File: src/rtl/owb_pkg.sv
package owb_pkg;

  localparam int REG_W      = 10;
  localparam int NUM_REGS   = 8;
  localparam int REG_IDX_W  = 3;
  localparam int CMD_W      = 2;
  localparam int BYTE_W     = 8;
  localparam int S_TDATA_W  = 16;
  localparam int M_TDATA_W  = 16;

  // command codes (carried in s_axis_tuser)
  localparam logic [CMD_W-1:0] CMD_TICK  = 2'd0;
  localparam logic [CMD_W-1:0] CMD_RESET = 2'd1;
  localparam logic [CMD_W-1:0] CMD_WRITE = 2'd2;
  localparam logic [CMD_W-1:0] CMD_READ  = 2'd3;

  // configuration register indexes
  localparam logic [REG_IDX_W-1:0] REG_RESET_LOW     = 3'd0;
  localparam logic [REG_IDX_W-1:0] REG_PRESENCE_WAIT = 3'd1;
  localparam logic [REG_IDX_W-1:0] REG_RESET_RECOVER = 3'd2;
  localparam logic [REG_IDX_W-1:0] REG_WRITE_LOW     = 3'd3;
  localparam logic [REG_IDX_W-1:0] REG_WRITE_HOLD    = 3'd4;
  localparam logic [REG_IDX_W-1:0] REG_READ_LOW      = 3'd5;
  localparam logic [REG_IDX_W-1:0] REG_READ_SAMPLE   = 3'd6;
  localparam logic [REG_IDX_W-1:0] REG_READ_RECOVER  = 3'd7;

  // reset values, in ticks
  localparam logic [REG_W-1:0] RST_RESET_LOW     = 10'd500;
  localparam logic [REG_W-1:0] RST_PRESENCE_WAIT = 10'd70;
  localparam logic [REG_W-1:0] RST_RESET_RECOVER = 10'd500;
  localparam logic [REG_W-1:0] RST_WRITE_LOW     = 10'd10;
  localparam logic [REG_W-1:0] RST_WRITE_HOLD    = 10'd50;
  localparam logic [REG_W-1:0] RST_READ_LOW      = 10'd8;
  localparam logic [REG_W-1:0] RST_READ_SAMPLE   = 10'd8;
  localparam logic [REG_W-1:0] RST_READ_RECOVER  = 10'd48;

  typedef struct packed {
    logic [REG_W-1:0] reset_low_ticks;
    logic [REG_W-1:0] presence_wait_ticks;
    logic [REG_W-1:0] reset_recover_ticks;
    logic [REG_W-1:0] write_low_ticks;
    logic [REG_W-1:0] write_hold_ticks;
    logic [REG_W-1:0] read_low_ticks;
    logic [REG_W-1:0] read_sample_ticks;
    logic [REG_W-1:0] read_recover_ticks;
  } owb_cfg_t;

  typedef struct packed {
    logic [CMD_W-1:0]  cmd;
    logic [BYTE_W-1:0] data_byte;
    logic              line_in;
  } owb_item_t;

  typedef struct packed {
    logic              bus_low;
    logic              busy_res;
    logic              done_res;
    logic [BYTE_W-1:0] read_byte;
    logic              presence_level;
  } owb_res_t;

endpackage

File: src/rtl/one_wire_bus_master.sv
// Channel   Direction  Handshake                     Payload
// s_axis    in         s_axis_tvalid/s_axis_tready   tuser cmd, tdata byte + line level
// m_axis    out        m_axis_tvalid/m_axis_tready   tdata line drive and status
// cfg       in         cfg_valid_i/cfg_ready_o       cfg_index_i, cfg_data_i
//
// One result per transaction; an item is taken every cycle when the output drains.
// Each item passes through the input register and the sequencer step into the result register.
// The sequencer state advances only when an item moves into the result register,
// so a stall on m_axis freezes the bus timing with it.
// rst_ni clears the sequencer, loads the default tick counts and empties both stages.
module one_wire_bus_master
  import owb_pkg::*;
#(
  parameter int COUNT_BITS = 10
) (
  input  logic                 clk_i,
  input  logic                 rst_ni,
  input  logic                 s_axis_tvalid,
  output logic                 s_axis_tready,
  input  logic [S_TDATA_W-1:0] s_axis_tdata,   // [7:0] data_byte, [8] line_in
  input  logic [CMD_W-1:0]     s_axis_tuser,   // [1:0] cmd
  output logic                 m_axis_tvalid,
  input  logic                 m_axis_tready,
  // [0] bus_low, [1] busy_res, [2] done_res, [10:3] read_byte, [11] presence_level
  output logic [M_TDATA_W-1:0] m_axis_tdata,
  input  logic                 cfg_valid_i,
  output logic                 cfg_ready_o,
  input  logic [REG_IDX_W-1:0] cfg_index_i,
  input  logic [REG_W-1:0]     cfg_data_i
);

  owb_cfg_t  cfg;
  owb_item_t item_q, item_d;
  owb_res_t  res_q, res_next;
  logic      in_vld_q, in_vld_d;
  logic      out_vld_q, out_vld_d;
  logic      adv;
  logic      s_acc;

  owb_cfg_regs u_cfg (
    .clk_i       (clk_i),
    .rst_ni      (rst_ni),
    .cfg_valid_i (cfg_valid_i),
    .cfg_ready_o (cfg_ready_o),
    .cfg_index_i (cfg_index_i),
    .cfg_data_i  (cfg_data_i),
    .cfg_o       (cfg)
  );

  owb_sequencer #(
    .COUNT_BITS (COUNT_BITS)
  ) u_seq (
    .clk_i  (clk_i),
    .rst_ni (rst_ni),
    .adv_i  (adv),
    .item_i (item_q),
    .cfg_i  (cfg),
    .res_o  (res_next)
  );

  assign adv           = in_vld_q & (~out_vld_q | m_axis_tready);
  assign s_axis_tready = ~in_vld_q | adv;
  assign s_acc         = s_axis_tvalid & s_axis_tready;

  assign item_d.cmd       = s_axis_tuser;
  assign item_d.data_byte = s_axis_tdata[BYTE_W-1:0];
  assign item_d.line_in   = s_axis_tdata[BYTE_W];

  always_comb begin
    in_vld_d = in_vld_q;
    if (s_acc) in_vld_d = 1'b1;
    else if (adv) in_vld_d = 1'b0;
    out_vld_d = out_vld_q;
    if (adv) out_vld_d = 1'b1;
    else if (m_axis_tready) out_vld_d = 1'b0;
  end

  always_ff @(posedge clk_i or negedge rst_ni) begin
    if (!rst_ni) begin
      in_vld_q  <= 1'b0;
      out_vld_q <= 1'b0;
    end else begin
      in_vld_q  <= in_vld_d;
      out_vld_q <= out_vld_d;
    end
  end

  always_ff @(posedge clk_i) begin
    if (s_acc) item_q <= item_d;
    if (adv)   res_q  <= res_next;
  end

  assign m_axis_tvalid = out_vld_q;
  assign m_axis_tdata  = {4'b0000, res_q.presence_level, res_q.read_byte,
                          res_q.done_res, res_q.busy_res, res_q.bus_low};

endmodule

File: src/rtl/owb_cfg_regs.sv
module owb_cfg_regs
  import owb_pkg::*;
(
  input  logic                 clk_i,
  input  logic                 rst_ni,
  input  logic                 cfg_valid_i,
  output logic                 cfg_ready_o,
  input  logic [REG_IDX_W-1:0] cfg_index_i,
  input  logic [REG_W-1:0]     cfg_data_i,
  output owb_cfg_t             cfg_o
);

  owb_cfg_t cfg_q, cfg_d;

  assign cfg_ready_o = 1'b1;
  assign cfg_o       = cfg_q;

  always_comb begin
    cfg_d = cfg_q;
    if (cfg_valid_i) begin
      unique case (cfg_index_i)
        REG_RESET_LOW:     cfg_d.reset_low_ticks     = cfg_data_i;
        REG_PRESENCE_WAIT: cfg_d.presence_wait_ticks = cfg_data_i;
        REG_RESET_RECOVER: cfg_d.reset_recover_ticks = cfg_data_i;
        REG_WRITE_LOW:     cfg_d.write_low_ticks     = cfg_data_i;
        REG_WRITE_HOLD:    cfg_d.write_hold_ticks    = cfg_data_i;
        REG_READ_LOW:      cfg_d.read_low_ticks      = cfg_data_i;
        REG_READ_SAMPLE:   cfg_d.read_sample_ticks   = cfg_data_i;
        REG_READ_RECOVER:  cfg_d.read_recover_ticks  = cfg_data_i;
        default:           cfg_d = cfg_q;
      endcase
    end
  end

  always_ff @(posedge clk_i or negedge rst_ni) begin
    if (!rst_ni) begin
      cfg_q.reset_low_ticks     <= RST_RESET_LOW;
      cfg_q.presence_wait_ticks <= RST_PRESENCE_WAIT;
      cfg_q.reset_recover_ticks <= RST_RESET_RECOVER;
      cfg_q.write_low_ticks     <= RST_WRITE_LOW;
      cfg_q.write_hold_ticks    <= RST_WRITE_HOLD;
      cfg_q.read_low_ticks      <= RST_READ_LOW;
      cfg_q.read_sample_ticks   <= RST_READ_SAMPLE;
      cfg_q.read_recover_ticks  <= RST_READ_RECOVER;
    end else begin
      cfg_q <= cfg_d;
    end
  end

endmodule

File: src/rtl/owb_sequencer.sv
module owb_sequencer
  import owb_pkg::*;
#(
  parameter int COUNT_BITS = 10
) (
  input  logic      clk_i,
  input  logic      rst_ni,
  input  logic      adv_i,
  input  owb_item_t item_i,
  input  owb_cfg_t  cfg_i,
  output owb_res_t  res_o
);

  localparam int CmpW = (COUNT_BITS > REG_W) ? COUNT_BITS : REG_W;
  localparam logic [CmpW-1:0] CountMax = CmpW'((64'd1 << COUNT_BITS) - 64'd1);

  localparam logic [3:0] PH_IDLE     = 4'd0;
  localparam logic [3:0] PH_RST_LOW  = 4'd1;
  localparam logic [3:0] PH_RST_WAIT = 4'd2;
  localparam logic [3:0] PH_RST_REC  = 4'd3;
  localparam logic [3:0] PH_WR_LOW   = 4'd4;
  localparam logic [3:0] PH_WR_HOLD  = 4'd5;
  localparam logic [3:0] PH_RD_LOW   = 4'd6;
  localparam logic [3:0] PH_RD_WAIT  = 4'd7;
  localparam logic [3:0] PH_RD_REC   = 4'd8;

  logic [3:0]            phase_q, phase_d;
  logic [COUNT_BITS-1:0] cnt_q, cnt_d, cnt_inc;
  logic [2:0]            bit_q, bit_d;
  logic [BYTE_W-1:0]     send_q, send_d;
  logic [BYTE_W-1:0]     recv_q, recv_d;
  logic                  pres_q, pres_d;
  logic [REG_W-1:0]      len_raw;
  logic [CmpW-1:0]       len_w;
  logic                  done;
  logic                  low;

  // phase length for the current phase
  always_comb begin
    unique case (phase_q)
      PH_RST_LOW:  len_raw = cfg_i.reset_low_ticks;
      PH_RST_WAIT: len_raw = cfg_i.presence_wait_ticks;
      PH_RST_REC:  len_raw = cfg_i.reset_recover_ticks;
      PH_WR_LOW:   len_raw = cfg_i.write_low_ticks;
      PH_WR_HOLD:  len_raw = cfg_i.write_hold_ticks;
      PH_RD_LOW:   len_raw = cfg_i.read_low_ticks;
      PH_RD_WAIT:  len_raw = cfg_i.read_sample_ticks;
      PH_RD_REC:   len_raw = cfg_i.read_recover_ticks;
      default:     len_raw = REG_W'(1);
    endcase
    len_w = CmpW'(len_raw);
    if (len_raw == '0) len_w = CmpW'(1);
    if (len_w > CountMax) len_w = CountMax;
  end

  assign cnt_inc = cnt_q + COUNT_BITS'(1);

  always_comb begin
    phase_d = phase_q;
    cnt_d   = cnt_q;
    bit_d   = bit_q;
    send_d  = send_q;
    recv_d  = recv_q;
    pres_d  = pres_q;
    done    = 1'b0;
    if (phase_q == PH_IDLE || phase_q > PH_RD_REC) begin
      phase_d = PH_IDLE;
      cnt_d   = '0;
      bit_d   = '0;
      case (item_i.cmd)
        CMD_RESET: phase_d = PH_RST_LOW;
        CMD_WRITE: begin
          send_d  = item_i.data_byte;
          phase_d = PH_WR_LOW;
        end
        CMD_READ: begin
          recv_d  = '0;
          phase_d = PH_RD_LOW;
        end
        default: phase_d = PH_IDLE;
      endcase
    end else begin
      cnt_d = cnt_inc;
      if (CmpW'(cnt_inc) >= len_w) begin
        cnt_d = '0;
        unique case (phase_q)
          PH_RST_LOW: phase_d = PH_RST_WAIT;
          PH_RST_WAIT: begin
            pres_d  = item_i.line_in;
            phase_d = PH_RST_REC;
          end
          PH_WR_LOW: phase_d = PH_WR_HOLD;
          PH_RD_LOW: phase_d = PH_RD_WAIT;
          PH_RD_WAIT: begin
            recv_d[bit_q] = recv_q[bit_q] | item_i.line_in;
            phase_d       = PH_RD_REC;
          end
          PH_WR_HOLD, PH_RD_REC: begin
            if (bit_q == 3'd7) begin
              bit_d   = '0;
              phase_d = PH_IDLE;
              done    = 1'b1;
            end else begin
              bit_d = bit_q + 3'd1;
              if (phase_q == PH_WR_HOLD) begin
                send_d  = send_q >> 1;
                phase_d = PH_WR_LOW;
              end else begin
                phase_d = PH_RD_LOW;
              end
            end
          end
          default: begin
            // end of reset recovery
            phase_d = PH_IDLE;
            done    = 1'b1;
          end
        endcase
      end
    end
  end

  always_comb begin
    case (phase_d)
      PH_RST_LOW, PH_WR_LOW, PH_RD_LOW: low = 1'b1;
      PH_WR_HOLD:                       low = ~send_d[0];
      default:                          low = 1'b0;
    endcase
  end

  assign res_o.bus_low        = low;
  assign res_o.busy_res       = (phase_d != PH_IDLE);
  assign res_o.done_res       = done;
  assign res_o.read_byte      = recv_d;
  assign res_o.presence_level = pres_d;

  always_ff @(posedge clk_i or negedge rst_ni) begin
    if (!rst_ni) begin
      phase_q <= PH_IDLE;
      cnt_q   <= '0;
      bit_q   <= '0;
      send_q  <= '0;
      recv_q  <= '0;
      pres_q  <= 1'b1;
    end else if (adv_i) begin
      phase_q <= phase_d;
      cnt_q   <= cnt_d;
      bit_q   <= bit_d;
      send_q  <= send_d;
      recv_q  <= recv_d;
      pres_q  <= pres_d;
    end
  end

endmodule

File: config.mk
export PLATFORM = sky130hd
export DESIGN_NAME = one_wire_bus_master
export DESIGN_NICKNAME = d
export VERILOG_FILES = /design/src/rtl/owb_pkg.sv /design/src/rtl/one_wire_bus_master.sv /design/src/rtl/owb_cfg_regs.sv /design/src/rtl/owb_sequencer.sv
export SDC_FILE = /design/constraint.sdc
export NUM_CORES = 1
export LEC_CHECK = 0
export BUFFER_PORTS_ARGS = -buffer_cell sky130_fd_sc_hd__buf_2
export CAP_MARGIN = 10
export CORE_ASPECT_RATIO = 0.5
export CORE_UTILIZATION = 35
export CTS_BUF_LIST = sky130_fd_sc_hd__clkbuf_2 sky130_fd_sc_hd__clkbuf_4 sky130_fd_sc_hd__clkbuf_8
export DETAILED_ROUTE_END_ITERATION = 7
export SLEW_MARGIN = 20
export SYNTH_ARGS = -nofsm -noshare
export SYNTH_HDL_FRONTEND = slang
export SYNTH_HIERARCHICAL = 1
export SYNTH_SLANG_ARGS = --single-unit
File: constraint.sdc
create_clock -name clk_i -period 4.5 [get_ports clk_i]
set_input_delay 0.675 -clock clk_i [delete_from_list [all_inputs] [get_ports clk_i]]
set_output_delay 0.675 -clock clk_i [all_outputs]
set_load 0.005 [all_outputs]
==> qor.txt <==
Post-synth EDFFs -> 23
setup violators final -> 0
Nets -> 675
sequential area share after synthesis -> 0.508
Leak -> 3.37 nW
fin util -> 0.408
top_reg_cell synth -> dfrtp_1
total track usage -> 0.161
vias in the first global route -> 4689
CTS tree -> built
Synth Warn # -> 6
Top Metal Used -> met4
Root Driver -> clkbuf_8
Final Skew -> 0.0118 ns
Core Region -> 19700 um^2
drt pass-1 iters -> 5
Worst slew margin -> 0.402
Routed WL per cell -> 17.9 um
period utilization -> 0.931
synthesized instance count -> 579
P&R area growth vs syn -> 12.7%
Yosys reg bits -> 139
most frequent cell after synthesis -> dfrtp_1
Rows -> 36
gpl congestion -> 0.819
die area -> 21000 um^2
WL met3 -> 719 um
DRT Wirelength -> 16200 um
# H-tree levels -> 4
status -> finished clean
clk_lat worst skew -> 0.44 ns
# fillers -> 1890
Startpoint Class -> flop
Worst-Margin Slew -> 0.892 ns
synthesized area -> 7130 um^2
PD cells -> 572 nW/um^2
Worst Path Max Fanout -> 13
PortBufs -> 42
ANT nets after route -> 0
reg2reg start -> u_seq/phase_q[1]$_DFFE_PN0P_
R2R cell count -> 17
Worst EP required -> 4.69 ns
Num CTS Buffers -> 17
layout cells sized above 1 -> 0.349
r2r endpoint -> m_axis_tdata[0]$_DFFE_PP_
Die Y -> 103 um
Slew Limit Fails -> 0
max_cap viols -> 0
GRT overflow -> 0
clock transition at the registers of the reported paths -> 0.08 ns
most area-hungry cell type in the Yosys netlist -> dfrtp_1
Final HPWL DP -> 11000 um
ys async rst share -> 0.835
unrepaired setup endpoints after global routing -> false
WL met1 -> 8060 um
main area contributors after synthesis -> dfrtp_1, edfxtp_1, dfstp_2, mux2_2, mux2_4
Fin Hold WS -> 0.308 ns
initial antenna violation count -> 0
CTS sink count -> 139
Initial Utilization -> 0.362
post-synth top area share -> 0.319
DR vias -> 4842
crit end category -> flop
Yosys cell types -> 74
Post-route DRC -> 0
io pins -> 55
die width -> 204 um
post-layout min period -> 4.19 ns
Min-Delay Path Class -> in -> async
VDD IR max -> 0.298 mV
DR WL met2 -> 7200 um
Ant. Diodes -> 0
TNS Setup -> 0 ns
Worst EP arrival -> 4.38 ns
via density per instance -> 5.35
Post-synth top cells -> dfrtp_1, mux2_2, nand2_1
R2R setup slack -> 0.31 ns
clock buffer depth -> 2
first-pass GRT wire length -> 25900 um
f_max -> 239 MHz
CP Class -> reg -> reg
pin count of the biggest net entering global routing -> 64
final hold viol count -> 0
Starting DRT DRC Count -> 377
Mean Syn Cell Area -> 12.3 um^2
==> repair_timing <==
| item | CTS | global route |
|---|---|---|
| resized for setup | 0 | 1 |
| hold buffers | 0 | 0 |
| buffers inserted | 0 | 0 |
| setup endpoints to repair | 0 | 1 |
==> cell type report <==
class | instances | area [um^2] | area share
repair buffers | 61 | 368 | 0.0457
well taps | 266 | 333 | 0.0414
multi-input cells | 402 | 3280 | 0.407
inverters | 5 | 18.8 | 0.00233
clock buffers | 22 | 290 | 0.0361
clock inverters | 10 | 131 | 0.0163
flip-flops and latches | 139 | 3630 | 0.451
==> placed cells by master (no fill, tap or decap), drive strengths merged, types with 4 or more instances in the layout <==
master	count
dfrtp	91
mux2	88
nor2b	9
nand2b	11
a22oi	11
nor3	8
nand4	4
mux2i	15
ha	13
dfstp	25
edfxtp	23
a21oi	31
clkbuf	22
buf	61
a22o	15
a32o	11
nor2	29
nand2	40
nand4b	4
and2	4
xor2	4
nand3b	5
a32oi	4
inv	9
conb	5
o21ai	21
nand3	16
xnor2	6
a211oi	4
==> worst max-delay path by stage <==
| stage | start | to | slack (ns) | cells past startpoint |
|---|---|---|---|---|
| global placement | u_seq/phase_q[1]$_DFFE_PN0P_ | m_axis_tdata[0]$_DFFE_PP_ | 0.36 | 16 |
| finish | u_seq/phase_q[1]$_DFFE_PN0P_ | m_axis_tdata[0]$_DFFE_PP_ | 0.31 | 17 |
| CTS | u_seq/phase_q[1]$_DFFE_PN0P_ | m_axis_tdata[0]$_DFFE_PP_ | 0.24 | 17 |
| detailed placement | u_seq/phase_q[1]$_DFFE_PN0P_ | m_axis_tdata[0]$_DFFE_PP_ | 0.28 | 17 |
| global route | u_seq/phase_q[1]$_DFFE_PN0P_ | m_axis_tdata[0]$_DFFE_PP_ | 0.08 | 17 |
| floorplan | u_seq/phase_q[0]$_DFFE_PN0P_ | m_axis_tdata[0]$_DFFE_PP_ | 0.81 | 16 |
==> report_power, final <==
group          leakage [nW]  internal, mW  total [mW]  switching, mW
clock                 0.213         0.562        1.07          0.511
sequential             1.62          1.59        1.76          0.175
combinational          1.54         0.774        1.77          0.997
total                  3.37          2.92        4.60           1.68
==> metal layers <==
metal  GRT usage  up-vias
met5           0        -
met4      0.0503        0
met3      0.0360       16
met2       0.254       94
met1       0.223     2474
li1            -     2258
==> sequential cells by signal (all words and copies together) (netlist names) <==
register and count:
u_seq/bit_q 3, u_cfg/cfg_o 80, m_axis_tdata 12, m_axis_tvalid 1, u_seq/recv_q 8, u_seq/pres_q 1, item_q 11, in_vld_q 1
u_seq/send_q 8, u_seq/cnt_q 10, u_seq/phase_q 4
==> kinds of logic after synthesis <==
| logic type | count (synthesis) | synth area share |
|---|---|---|
| buf+inv | 41 | 0.0342 |
| mux | 104 | 0.179 |
| flops | 139 | 0.508 |
| compound gates | 125 | 0.128 |
| simple gates | 145 | 0.114 |
| xor+xnor | 10 | 0.0133 |
| fa+ha+maj | 13 | 0.0228 |
| other cells | 2 | 0.00105 |
==> per-stage QoR <==
step | setup slack (ns) | cell area (um^2) | cells | power [mW]
after floorplan | 0.815 | 7150 | 582 | 3.04
after global placement | 0.357 | 7620 | 873 | 3.50
after detailed placement | 0.277 | 7620 | 873 | 3.53
after CTS | 0.244 | 8040 | 905 | 4.62
after global routing | 0.0828 | 8040 | 905 | 4.88
final | 0.310 | 8040 | 905 | 4.60
==> worst max-delay path, stage by stage, from the launching register on <==
cell and delay, ns:
dfrtp_2 0.53, buf_4 0.23, nor2b_1 0.19, a22oi_1 0.16, nor3_1 0.07, nor4_1 0.39, buf_4 0.20, nand4_1 0.08
o31ai_1 0.27, ha_1 0.26, nand2b_1 0.14, a21oi_1 0.24, o311ai_2 0.16, nor2_2 0.24, buf_4 0.23, a211o_1 0.20
a211oi_1 0.09, mux2_2 0.27
(Power assumes the default switching activity.)
